## src/rtl/core/rid_pkg.sv

```systemverilog
`timescale 1ns / 1ps
// Shared types, codes and the combinational word decoder for the instruction decoder.
// Depends on nothing; imported by the interfaces' users and the top level.
package rid_pkg;

  localparam logic [5:0] OP_XMEM = 6'd0;
  localparam logic [5:0] OP_LD   = 6'd1;
  localparam logic [5:0] OP_AND  = 6'd4;
  localparam logic [5:0] OP_ADDU = 6'd8;
  localparam logic [5:0] OP_CLR  = 6'd16;
  localparam logic [5:0] OP_TB0  = 6'd22;
  localparam logic [5:0] OP_TB1  = 6'd23;
  localparam logic [5:0] OP_TCND = 6'd24;
  localparam logic [5:0] OP_BR   = 6'd25;
  localparam logic [5:0] OP_LDCR = 6'd29;
  localparam logic [5:0] OP_STCR = 6'd30;
  localparam logic [5:0] OP_XCR  = 6'd31;
  localparam logic [5:0] OP_FMUL = 6'd32;
  localparam logic [5:0] OP_FLT  = 6'd33;
  localparam logic [5:0] OP_FADD = 6'd34;
  localparam logic [5:0] OP_FSUB = 6'd35;
  localparam logic [5:0] OP_FCMP = 6'd36;
  localparam logic [5:0] OP_INT  = 6'd37;
  localparam logic [5:0] OP_FDIV = 6'd40;
  localparam logic [5:0] OP_BCND = 6'd41;
  localparam logic [5:0] OP_TBND = 6'd42;
  localparam logic [5:0] OP_JMP  = 6'd43;
  localparam logic [5:0] OP_JSR  = 6'd44;
  localparam logic [5:0] OP_FF0  = 6'd45;
  localparam logic [5:0] OP_FF1  = 6'd46;
  localparam logic [5:0] OP_RTE  = 6'd47;

  localparam logic [2:0] SIZE_WORD   = 3'd0;
  localparam logic [2:0] SIZE_DOUBLE = 3'd1;
  localparam logic [2:0] SIZE_HALF   = 3'd2;
  localparam logic [2:0] SIZE_BYTE   = 3'd3;
  localparam logic [2:0] SIZE_UBYTE  = 3'd4;
  localparam logic [2:0] SIZE_UHALF  = 3'd5;

  localparam logic [7:0] FLAG_USER  = 8'h01;
  localparam logic [7:0] FLAG_U     = 8'h02;
  localparam logic [7:0] FLAG_C     = 8'h04;
  localparam logic [7:0] FLAG_CI    = 8'h08;
  localparam logic [7:0] FLAG_CO    = 8'h10;
  localparam logic [7:0] FLAG_N     = 8'h20;
  localparam logic [7:0] FLAG_FPU   = 8'h40;
  localparam logic [7:0] FLAG_IDX   = 8'h80;

  localparam logic [4:0] FORM_NONE      = 5'd0;
  localparam logic [4:0] FORM_RD_RS1_IMM = 5'd1;
  localparam logic [4:0] FORM_RD_RS1_RS2 = 5'd2;
  localparam logic [4:0] FORM_RD_INDEX  = 5'd3;
  localparam logic [4:0] FORM_RD_RS2    = 5'd4;
  localparam logic [4:0] FORM_RS1_IMM   = 5'd5;
  localparam logic [4:0] FORM_RS1_RS2   = 5'd6;
  localparam logic [4:0] FORM_RS2       = 5'd7;
  localparam logic [4:0] FORM_BIT_DISP  = 5'd8;
  localparam logic [4:0] FORM_COND_DISP = 5'd9;
  localparam logic [4:0] FORM_DISP26    = 5'd10;
  localparam logic [4:0] FORM_RD_CR     = 5'd11;
  localparam logic [4:0] FORM_RS1_CR    = 5'd12;
  localparam logic [4:0] FORM_RD_RS1_CR = 5'd13;
  localparam logic [4:0] FORM_FIELD     = 5'd14;
  localparam logic [4:0] FORM_BIT_VEC   = 5'd15;
  localparam logic [4:0] FORM_COND_VEC  = 5'd16;

  typedef struct packed {
    logic        legal;
    logic [5:0]  operation;
    logic [2:0]  size_code;
    logic [7:0]  modifier_flags;
    logic [2:0]  float_precisions;
    logic [4:0]  operand_form;
    logic [4:0]  dest_reg;
    logic [4:0]  src1_reg;
    logic [4:0]  src2_reg;
    logic [15:0] immediate;
    logic        tgt_en;
    logic [31:0] disp;
  } dec_t;

  // register use per form: bit0 rd, bit1 rs1, bit2 rs2
  function automatic logic [2:0] form_use(input logic [4:0] form);
    logic [2:0] u;
    case (form)
      FORM_RD_RS1_IMM, FORM_BIT_DISP, FORM_COND_DISP, FORM_RD_RS1_CR,
      FORM_FIELD, FORM_BIT_VEC, FORM_COND_VEC:  u = 3'b011;
      FORM_RD_RS1_RS2, FORM_RD_INDEX:           u = 3'b111;
      FORM_RD_RS2:                              u = 3'b101;
      FORM_RS1_IMM, FORM_RS1_CR:                u = 3'b010;
      FORM_RS1_RS2:                             u = 3'b110;
      FORM_RS2:                                 u = 3'b100;
      FORM_RD_CR:                               u = 3'b001;
      default:                                  u = 3'b000;
    endcase
    return u;
  endfunction

  // {operation, size} for the load/store/xmem group
  function automatic logic [8:0] mem_size(input logic [1:0] p, input logic [1:0] ty);
    logic [5:0] op;
    logic [2:0] sz;
    op = {4'd0, p};
    case (ty)
      2'd0:    sz = SIZE_DOUBLE;
      2'd1:    sz = SIZE_WORD;
      2'd2:    sz = SIZE_HALF;
      default: sz = SIZE_BYTE;
    endcase
    if (p == 2'd0) begin
      if (ty[1]) begin
        op = OP_LD;
      end
      case (ty)
        2'd0:    sz = SIZE_UBYTE;
        2'd1:    sz = SIZE_WORD;
        2'd2:    sz = SIZE_UHALF;
        default: sz = SIZE_UBYTE;
      endcase
    end
    return {op, sz};
  endfunction

  function automatic dec_t rid_decode(input logic [31:0] w);
    dec_t       d;
    logic       ok;
    logic       chk;
    logic [2:0] maj;
    logic [2:0] mn;
    logic [4:0] rd;
    logic [4:0] rs1;
    logic [4:0] rs2;
    logic [2:0] sub;
    logic [2:0] u;
    logic [8:0] ms;
    d   = '0;
    ok  = 1'b0;
    chk = 1'b0;
    maj = w[31:29];
    mn  = w[28:26];
    rd  = w[25:21];
    rs1 = w[20:16];
    rs2 = w[4:0];
    sub = 3'd0;
    ms  = 9'd0;
    unique case (maj)
      3'd0, 3'd1: begin
        if (w[29:28] != 2'd3) begin
          ms = mem_size(w[29:28], w[27:26]);
          d.operation = ms[8:3];
          d.size_code = ms[2:0];
          d.operand_form = FORM_RD_RS1_IMM;
          d.immediate = w[15:0];
          ok = 1'b1;
        end
      end
      3'd2: begin
        d.operation = OP_AND + {4'd0, mn[2:1]};
        if (mn[0]) d.modifier_flags = FLAG_U;
        d.operand_form = FORM_RD_RS1_IMM;
        d.immediate = w[15:0];
        ok = 1'b1;
      end
      3'd3: begin
        d.operation = OP_ADDU + {3'd0, mn};
        d.operand_form = FORM_RD_RS1_IMM;
        d.immediate = w[15:0];
        ok = 1'b1;
      end
      3'd4: begin
        if (mn == 3'd0) begin
          if (w[15:14] != 2'd0 && w[13:11] <= 3'd1) begin
            if (w[11]) d.modifier_flags = FLAG_FPU;
            d.immediate = {10'd0, w[10:5]};
            case (w[15:14])
              2'd1: begin
                d.operation = OP_LDCR;
                d.operand_form = FORM_RD_CR;
                ok = (rs1 == 5'd0) && (rs2 == 5'd0);
              end
              2'd2: begin
                d.operation = OP_STCR;
                d.operand_form = FORM_RS1_CR;
                ok = (rd == 5'd0);
              end
              default: begin
                d.operation = OP_XCR;
                d.operand_form = FORM_RD_RS1_CR;
                ok = 1'b1;
              end
            endcase
          end
        end else if (mn == 3'd1) begin
          if (w[10] == 1'b0 && w[8] == 1'b0 && w[6] == 1'b0) begin
            d.float_precisions = {w[7], w[9], w[5]};
            d.operand_form = FORM_RD_RS1_RS2;
            case (w[15:11])
              5'd7: begin
                d.operation = OP_FCMP;
                ok = !w[5];
              end
              5'd0: begin
                d.operation = OP_FMUL;
                ok = 1'b1;
              end
              5'd5: begin
                d.operation = OP_FADD;
                ok = 1'b1;
              end
              5'd6: begin
                d.operation = OP_FSUB;
                ok = 1'b1;
              end
              5'd14: begin
                d.operation = OP_FDIV;
                ok = 1'b1;
              end
              5'd4: begin
                d.operation = OP_FLT;
                chk = !w[7];
              end
              5'd9, 5'd10, 5'd11: begin
                d.operation = OP_INT + {4'd0, w[12:11] - 2'd1};
                chk = !w[5];
              end
              default: ok = 1'b0;
            endcase
            if (chk) begin
              d.operand_form = FORM_RD_RS2;
              ok = (rs1 == 5'd0) && !w[9];
            end
          end
        end
      end
      3'd6: begin
        d.operation = OP_BR + {4'd0, mn[2:1]};
        if (mn[0]) d.modifier_flags = FLAG_N;
        d.tgt_en = 1'b1;
        if (mn[2]) begin
          d.operand_form = FORM_BIT_DISP;
          d.disp = {{14{w[15]}}, w[15:0], 2'b00};
        end else begin
          d.operand_form = FORM_DISP26;
          d.disp = {{4{w[25]}}, w[25:0], 2'b00};
        end
        ok = 1'b1;
      end
      3'd7: begin
        case (mn)
          3'd2, 3'd3: begin
            d.operation = OP_BCND;
            if (mn[0]) d.modifier_flags = FLAG_N;
            d.operand_form = FORM_COND_DISP;
            d.tgt_en = 1'b1;
            d.disp = {{14{w[15]}}, w[15:0], 2'b00};
            ok = 1'b1;
          end
          3'd4: begin
            d.immediate = {6'd0, w[9:0]};
            if (!w[10]) begin
              if (w[15:14] == 2'd2 && w[13:11] <= 3'd5) begin
                d.operation = OP_CLR + {3'd0, w[13:11]};
                d.operand_form = FORM_FIELD;
                ok = 1'b1;
              end else if (w[15:14] == 2'd3) begin
                case (w[13:11])
                  3'd2: begin
                    d.operation = OP_TB0;
                    d.operand_form = FORM_BIT_VEC;
                    ok = 1'b1;
                  end
                  3'd3: begin
                    d.operation = OP_TB1;
                    d.operand_form = FORM_BIT_VEC;
                    ok = 1'b1;
                  end
                  3'd5: begin
                    d.operation = OP_TCND;
                    d.operand_form = FORM_COND_VEC;
                    ok = 1'b1;
                  end
                  default: ok = 1'b0;
                endcase
              end
            end
          end
          3'd5: begin
            case (w[15:13])
              3'd0, 3'd1: begin
                if (!((w[13:12] == 2'd3) && (!w[9] || w[8])) && w[7:5] == 3'd0) begin
                  ms = mem_size(w[13:12], w[11:10]);
                  d.operation = ms[8:3];
                  d.size_code = ms[2:0];
                  if (w[8]) d.modifier_flags = FLAG_USER;
                  if (w[9]) begin
                    d.modifier_flags = d.modifier_flags | FLAG_IDX;
                    d.operand_form = FORM_RD_INDEX;
                  end else begin
                    d.operand_form = FORM_RD_RS1_RS2;
                  end
                  ok = 1'b1;
                end
              end
              3'd2: begin
                if (w[9:5] == 5'd0 && w[12:11] != 2'd1) begin
                  if (w[10]) d.modifier_flags = FLAG_C;
                  d.operation = OP_AND + {4'd0, w[12:11]};
                  d.operand_form = FORM_RD_RS1_RS2;
                  ok = 1'b1;
                end
              end
              3'd3: begin
                sub = w[12:10];
                if (w[7:5] == 3'd0) begin
                  if (sub[1]) begin
                    ok = !w[9];
                  end else begin
                    if (w[9]) d.modifier_flags = FLAG_CI;
                    if (w[8]) d.modifier_flags = d.modifier_flags | FLAG_CO;
                    ok = 1'b1;
                  end
                  d.operation = OP_ADDU + {3'd0, sub};
                  d.operand_form = FORM_RD_RS1_RS2;
                end
              end
              3'd4, 3'd5: begin
                if (w[10:5] == 6'd0 && w[13:11] <= 3'd5) begin
                  d.operation = OP_CLR + {3'd0, w[13:11]};
                  d.operand_form = FORM_RD_RS1_RS2;
                  ok = 1'b1;
                end
              end
              3'd6: begin
                if (rd == 5'd0 && rs1 == 5'd0 && w[9:5] == 5'd0) begin
                  d.operation = w[11] ? OP_JSR : OP_JMP;
                  if (w[10]) d.modifier_flags = FLAG_N;
                  d.operand_form = FORM_RS2;
                  ok = 1'b1;
                end
              end
              default: begin
                sub = w[12:10];
                if (w[9:5] == 5'd0) begin
                  case (sub)
                    3'd2, 3'd3: begin
                      d.operation = w[10] ? OP_FF0 : OP_FF1;
                      d.operand_form = FORM_RD_RS2;
                      ok = (rs1 == 5'd0);
                    end
                    3'd6: begin
                      d.operation = OP_TBND;
                      d.operand_form = FORM_RS1_RS2;
                      ok = (rd == 5'd0);
                    end
                    3'd7: begin
                      d.operation = OP_RTE;
                      d.operand_form = FORM_NONE;
                      ok = (rd == 5'd0) && (rs1 == 5'd0) && (rs2 == 5'd0);
                    end
                    default: ok = 1'b0;
                  endcase
                end
              end
            endcase
          end
          3'd6: begin
            d.operation = OP_TBND;
            d.operand_form = FORM_RS1_IMM;
            d.immediate = w[15:0];
            ok = (rd == 5'd0);
          end
          default: ok = 1'b0;
        endcase
      end
      default: ok = 1'b0;
    endcase
    u = form_use(d.operand_form);
    d.dest_reg = u[0] ? rd : 5'd0;
    d.src1_reg = u[1] ? rs1 : 5'd0;
    d.src2_reg = u[2] ? rs2 : 5'd0;
    d.legal = 1'b1;
    if (!ok) begin
      d = '0;
    end
    return d;
  endfunction

endpackage

```

## src/rtl/core/rid_in_if.sv

```systemverilog
`timescale 1ns / 1ps
// Input channel of the instruction decoder: valid/ready plus the word and its next address.
// Standalone; no package needed.
interface rid_in_if;
  logic        valid;
  logic        ready;
  logic [31:0] instruction_word;
  logic [31:0] next_address;

  modport source (output valid, output instruction_word, output next_address, input ready);
  modport sink (input valid, input instruction_word, input next_address, output ready);
endinterface

```

## src/rtl/core/rid_out_if.sv

```systemverilog
`timescale 1ns / 1ps
// Output channel of the instruction decoder: valid/ready plus the decoded fields.
// Standalone; no package needed.
interface rid_out_if;
  logic        valid;
  logic        ready;
  logic        legal;
  logic [5:0]  operation;
  logic [2:0]  size_code;
  logic [7:0]  modifier_flags;
  logic [2:0]  float_precisions;
  logic [4:0]  operand_form;
  logic [4:0]  dest_reg;
  logic [4:0]  src1_reg;
  logic [4:0]  src2_reg;
  logic [15:0] immediate;
  logic [31:0] branch_target;

  modport source (output valid, output legal, output operation, output size_code,
                  output modifier_flags, output float_precisions, output operand_form,
                  output dest_reg, output src1_reg, output src2_reg, output immediate,
                  output branch_target, input ready);
  modport sink (input valid, input legal, input operation, input size_code,
                input modifier_flags, input float_precisions, input operand_form,
                input dest_reg, input src1_reg, input src2_reg, input immediate,
                input branch_target, output ready);
endinterface

```

## src/rtl/core/risc_instruction_decoder.sv

```systemverilog
`timescale 1ns / 1ps
// Instruction decoder for a 32-bit RISC, three register stages.
// Uses rid_pkg, rid_in_if and rid_out_if.
//
// Usage:
//   instr   : one item is an instruction word and the address that follows it.
//   decoded : one item per input item, in order: legality flag, operation,
//             size, modifier flags, float precisions, operand form, registers,
//             immediate and branch target. An illegal word gives legal 0 and
//             all other fields 0.
//   Stage 1 registers the word, stage 2 holds the decoded fields and the
//   scaled displacement with next_address - 4, stage 3 adds the target and
//   drives the output channel.
//   The item is registered in stage 1, stage 2 and stage 3 in turn; decoded.valid
//   is the stage 3 valid bit.
//   Throughput: one item per cycle unless stalled; the three stages advance together.
//   A stalled receiver holds every stage; instr.ready drops while the
//   output item waits and is not taken. Nothing is dropped or repeated.
//   Reset clears all valid bits and holds instr.ready low; the block takes
//   an item in the next cycle.
module risc_instruction_decoder (
  input  logic       clk,
  input  logic       rst,
  rid_in_if.sink     instr,
  rid_out_if.source  decoded
);
  import rid_pkg::*;

  logic        adv;
  logic        s1_valid;
  logic [31:0] s1_word;
  logic [31:0] s1_next;
  logic        s2_valid;
  dec_t        s2_dec;
  logic [31:0] s2_base;
  logic        s3_valid;
  dec_t        s3_dec;
  logic [31:0] s3_target;

  assign adv = !s3_valid || decoded.ready;
  assign instr.ready = !rst && adv;

  always_ff @(posedge clk) begin
    if (rst) begin
      s1_valid <= 1'b0;
      s2_valid <= 1'b0;
      s3_valid <= 1'b0;
    end else if (adv) begin
      s1_valid <= instr.valid;
      s2_valid <= s1_valid;
      s3_valid <= s2_valid;
    end
  end

  always_ff @(posedge clk) begin
    if (adv) begin
      s1_word   <= instr.instruction_word;
      s1_next   <= instr.next_address;
      s2_dec    <= rid_decode(s1_word);
      s2_base   <= s1_next - 32'd4;
      s3_dec    <= s2_dec;
      s3_target <= s2_dec.tgt_en ? (s2_base + s2_dec.disp) : 32'd0;
    end
  end

  assign decoded.valid            = s3_valid;
  assign decoded.legal            = s3_dec.legal;
  assign decoded.operation        = s3_dec.operation;
  assign decoded.size_code        = s3_dec.size_code;
  assign decoded.modifier_flags   = s3_dec.modifier_flags;
  assign decoded.float_precisions = s3_dec.float_precisions;
  assign decoded.operand_form     = s3_dec.operand_form;
  assign decoded.dest_reg         = s3_dec.dest_reg;
  assign decoded.src1_reg         = s3_dec.src1_reg;
  assign decoded.src2_reg         = s3_dec.src2_reg;
  assign decoded.immediate        = s3_dec.immediate;
  assign decoded.branch_target    = s3_target;

`ifndef ASSERT_OFF
  a_illegal_zero: assert property (@(posedge clk) disable iff (rst)
    (s3_valid && !s3_dec.legal) |-> (s3_dec.operation == 6'd0 && s3_dec.operand_form == 5'd0
      && s3_dec.modifier_flags == 8'd0 && s3_target == 32'd0 && s3_dec.immediate == 16'd0))
    else $error("illegal word with nonzero fields");

  a_target_form: assert property (@(posedge clk) disable iff (rst)
    (s3_valid && s3_dec.operand_form != FORM_BIT_DISP && s3_dec.operand_form != FORM_COND_DISP
      && s3_dec.operand_form != FORM_DISP26) |-> (s3_target == 32'd0))
    else $error("branch target on a non-branch form");

  a_size_range: assert property (@(posedge clk) disable iff (rst)
    s3_valid |-> (s3_dec.size_code <= SIZE_UHALF && s3_dec.operation <= OP_RTE))
    else $error("size or operation out of range");

  a_advance: assert property (@(posedge clk) disable iff (rst)
    (adv && s2_valid) |=> s3_valid)
    else $error("item lost between stage 2 and stage 3");

  a_hold: assert property (@(posedge clk) disable iff (rst)
    (s3_valid && !decoded.ready) |=> (s2_valid == $past(s2_valid) && s1_valid == $past(s1_valid)))
    else $error("pipeline moved during stall");
`endif

endmodule

```

## src/flat_wrapper.sv

```systemverilog
// flat-port wrapper written by rule: the top's interface ports become plain ports
module risc_instruction_decoder_flat import rid_pkg::*;
  (clk, rst, instr_valid, instr_instruction_word, instr_next_address, instr_ready, decoded_valid, decoded_legal, decoded_operation, decoded_size_code, decoded_modifier_flags, decoded_float_precisions, decoded_operand_form, decoded_dest_reg, decoded_src1_reg, decoded_src2_reg, decoded_immediate, decoded_branch_target, decoded_ready);
  rid_in_if instr_i ();
  rid_out_if decoded_i ();
  input  logic clk;
  input  logic rst;
  input wire logic [$bits(instr_i.valid)-1:0] instr_valid;
  input wire logic [$bits(instr_i.instruction_word)-1:0] instr_instruction_word;
  input wire logic [$bits(instr_i.next_address)-1:0] instr_next_address;
  output wire logic [$bits(instr_i.ready)-1:0] instr_ready;
  output wire logic [$bits(decoded_i.valid)-1:0] decoded_valid;
  output wire logic [$bits(decoded_i.legal)-1:0] decoded_legal;
  output wire logic [$bits(decoded_i.operation)-1:0] decoded_operation;
  output wire logic [$bits(decoded_i.size_code)-1:0] decoded_size_code;
  output wire logic [$bits(decoded_i.modifier_flags)-1:0] decoded_modifier_flags;
  output wire logic [$bits(decoded_i.float_precisions)-1:0] decoded_float_precisions;
  output wire logic [$bits(decoded_i.operand_form)-1:0] decoded_operand_form;
  output wire logic [$bits(decoded_i.dest_reg)-1:0] decoded_dest_reg;
  output wire logic [$bits(decoded_i.src1_reg)-1:0] decoded_src1_reg;
  output wire logic [$bits(decoded_i.src2_reg)-1:0] decoded_src2_reg;
  output wire logic [$bits(decoded_i.immediate)-1:0] decoded_immediate;
  output wire logic [$bits(decoded_i.branch_target)-1:0] decoded_branch_target;
  input wire logic [$bits(decoded_i.ready)-1:0] decoded_ready;
  assign instr_i.valid = instr_valid;
  assign instr_i.instruction_word = instr_instruction_word;
  assign instr_i.next_address = instr_next_address;
  assign instr_ready = instr_i.ready;
  assign decoded_valid = decoded_i.valid;
  assign decoded_legal = decoded_i.legal;
  assign decoded_operation = decoded_i.operation;
  assign decoded_size_code = decoded_i.size_code;
  assign decoded_modifier_flags = decoded_i.modifier_flags;
  assign decoded_float_precisions = decoded_i.float_precisions;
  assign decoded_operand_form = decoded_i.operand_form;
  assign decoded_dest_reg = decoded_i.dest_reg;
  assign decoded_src1_reg = decoded_i.src1_reg;
  assign decoded_src2_reg = decoded_i.src2_reg;
  assign decoded_immediate = decoded_i.immediate;
  assign decoded_branch_target = decoded_i.branch_target;
  assign decoded_i.ready = decoded_ready;
  risc_instruction_decoder u_core (.clk(clk), .rst(rst), .instr(instr_i), .decoded(decoded_i));
endmodule
```

## config.mk

```make
export PLATFORM = sky130hd
export DESIGN_NAME = risc_instruction_decoder_flat
export DESIGN_NICKNAME = d
export VERILOG_FILES = /design/src/rtl/core/rid_pkg.sv /design/src/rtl/core/rid_in_if.sv /design/src/rtl/core/rid_out_if.sv /design/src/rtl/core/risc_instruction_decoder.sv /design/src/flat_wrapper.sv
export SDC_FILE = /design/constraint.sdc
export NUM_CORES = 1
export LEC_CHECK = 0
export ABC_AREA = 1
export BUFFER_PORTS_ARGS = -buffer_cell sky130_fd_sc_hd__clkbuf_2
export CORE_MARGIN = 2
export CORE_UTILIZATION = 23
export CTS_BUF_LIST = sky130_fd_sc_hd__clkbuf_4 sky130_fd_sc_hd__clkbuf_8
export DETAILED_ROUTE_END_ITERATION = 8
export PLACE_DENSITY_LB_ADDON = 0.2
export SLEW_MARGIN = 25
export SYNTH_ARGS = -nofsm -noshare
export SYNTH_HDL_FRONTEND = slang
export SYNTH_SLANG_ARGS = --single-unit
```

## constraint.sdc

```tcl
create_clock -name clk -period 7.3 [get_ports clk]
set_clock_uncertainty 0.15 [all_clocks]
set_input_delay 1.095 -clock clk [delete_from_list [all_inputs] [get_ports clk]]
set_output_delay 1.095 -clock clk [all_outputs]
set_load 0.02 [all_outputs]
```

==> metrics <==
status complete, no violations; Peak VDD IR 0.00009633 V; post-DR vias/cell 4.312; Multi-input gate area 4115 um2; cell taking the most area after synthesis edfxtp_1; final period utilization 54.98%; Max Clock Freq 0.2491 GHz; critical path required time 7.56 ns; CTS tree yes; post-synth cell types 49; Crit Path Max Fanout 14; crit-path leading delay family simple AND/OR/NAND/NOR gates; Max Cap Violations 0; Tot Pwr 3.932 mW; Die H 240.1 um; max reg flops 84; wire per inst 18.25 um; Slowest cell on crit path edfxtp_1; Clock Tree Buf Depth 3; CP Capture Type flip-flop; Final Hold Viols 0; worst hold path class flip-flop to flip-flop; fin area 15620 um2; placed cells 2081; drt drc 0; number of cell rows 86; CP Data Arrival Time 4.27 ns; worst hold stages 0; number of synthesized flops with an enable pin 269; Mapped Area 12820 um2; Tmin final 4.014 ns; clock root cell clkbuf_8; clk sinks 272; Area contributors post-synth edfxtp_1 63%, nand2_1 5.8%, ha_1 5.4%; drt initial violations 795; DP HPWL 29670 um; WS Path Type flip-flop to flip-flop; power per cell area 251.8 nW/um2; Clock transition at path regs 0.06 ns; post_cts resized 0; io pins 159; area post-placement 14510 um2; Lkg Pwr 6.764 nW; slowest stage delay, CP 0.62 ns; sequential standard cell area 8138 um2; startpoint types flip-flop; Die ar. 57660 um2; Critical R2R Launch u_core.s1_word[11]; initial antenna violation count 1; final net count 1511; TritonCTS buffer count 51; Setup WS post-layout 3.286 ns; endpoints failing setup 0; RD Place Congestion 0.9078; sequential-to-total area share from yosys stat 63.45%; Post-CTS Hold Buffers 0; Mapped Nets 1306; Top FF cell, synth edfxtp_1; IO Port Bufs 158; reg2reg path depth 15; unrepaired setup endpoints after global routing false; Worst R2R End u_core.s2_dec[59]; Worst Tran Pin Value 0.9850 ns; grt ovf 0; Clk Latency, worst-skew pair 0.63 ns; setup bufs post-CTS 0; reg-to-reg setup timing slack 3.29 ns; vias in the first global route 9414; synth warn 0; most frequent cells in the layout 269 x edfxtp_1, 197 x nand2_1, 165 x nor2_1, 158 x clkbuf_2, 120 x inv_1; Avg Cell Area, Syn 10.85 um2; Yosys top cell area share 62.99%; pre-CTS setup slack 3.452 ns; H-tree levels 2; total routed wirelength 39760 um; Final ANT Viol Nets 0; drt first pass iters 5; Core Region 55090 um2; Sum Neg Setup Slack 0 ns; number of fill cells 5906; cells after synthesis 1182; gr usage total 13.82%; commonest non-fill, non-tap cell in the layout edfxtp_1; Slew Viols, Final 0; vias post-DR 9396; Post-synth ARST share 0%; Starting Density 23.28%; share of post-route cells with drive strength above 1 18.18%; CP cell instances inv_1 -> ha_1 -> inv_1 -> nand2_1 -> nand2_1 -> o21ai_2 -> nor2_1 -> a211oi_1 -> nand2_1 -> inv_1 -> ha_1 -> nand3_1 -> o21ai_1 -> nand2_2 -> nor3_1; CP bufs+invs 3; Top reg by flops u_core.s2_dec; Finished Layout Cells 2179; area delta synth->final 21.76%; global-route wire length before repair 58860 um; synthesized flop and latch total 272; hold path start u_core.s2_dec[60]; die width 240.1 um; WHS Endpoint u_core.decoded.dest_reg[1]; pin count of the biggest net entering global routing 140; headroom to the max-slew limit 34.33%
## kinds of logic (layout without fill, tap and decap cells)
kind of cell               after synthesis  in the layout  synth area share, %
and+or+nand+nor                        480            480                15.68
muxes                                    1              1              0.07805
buffers and inverters                  140            388                4.458
AOI/OAI and AO/OA                      204            204                8.829
xor gates and xnor gates                29             29                1.980
DFF                                    272            272                63.45
adders and majority gates               56             56                5.522
other                                    0              1                    0
## Yosys cell counts, types with 4 or more instances
| master | n |
|---|---|
| nand2_1 | 197 |
| xnor2_1 | 12 |
| xor2_1 | 17 |
| a21oi_1 | 83 |
| edfxtp_1 | 269 |
| nand3_1 | 51 |
| inv_2 | 6 |
| nor4_1 | 4 |
| buf_6 | 4 |
| nand4_1 | 9 |
| ha_1 | 55 |
| o21ai_1 | 4 |
| o21a_1 | 7 |
| nor2_1 | 165 |
| inv_1 | 121 |
| o22ai_1 | 4 |
| nor3_1 | 43 |
| clkbuf_1 | 4 |
| o21ai_0 | 76 |
| o21bai_1 | 5 |
## area by class of cell
type,instances,share of cell area (%)
well taps,748,5.994
repair buffers,164,5.481
diodes,1,0.01603
clock inverters,35,1.907
clock buffers,61,4.976
flip-flops and latches,272,52.12
multi-input cells,770,26.35
inverters,128,3.157
## metal layers
metal	up-vias	wire length [um]	global-route usage, %
li1	4574	-	-
met1	4493	17940	18.65
met2	269	18850	22.32
met3	60	2097	2.801
met4	0	870	4.103
met5	-	0	0
## per-stage QoR
step                utilization, %  hold WS [ns]
finish                       28.34        0.2252
global placement             26.34        0.2546
global route                 28.34        0.2432
CTS                          28.29        0.2277
floorplan                        -        0.2503
detailed placement           26.34        0.2556
## how the worst max path moves through the flow
stage | start | endpoint | slack (ns) | depth (start not counted)
final | u_core.s1_word[11] | u_core.s2_dec[59] | 3.29 | 15
after global routing | u_core.s1_word[11] | u_core.s2_dec[59] | 2.85 | 15
after floorplan | decoded_ready | u_core.decoded.branch_target[0] | 0.13 | 2
after CTS | u_core.s1_word[11] | u_core.s2_dec[59] | 3.37 | 15
after detailed placement | u_core.s1_word[11] | u_core.s2_dec[58] | 3.45 | 15
after global placement | u_core.s1_word[11] | u_core.s2_dec[58] | 3.39 | 15
## power breakdown
part	internal, mW	switching (mW)
clock	0.888	0.684
combinational	0.133	0.302
sequential	1.85	0.0796
Power figures use the tool's default switching activity.
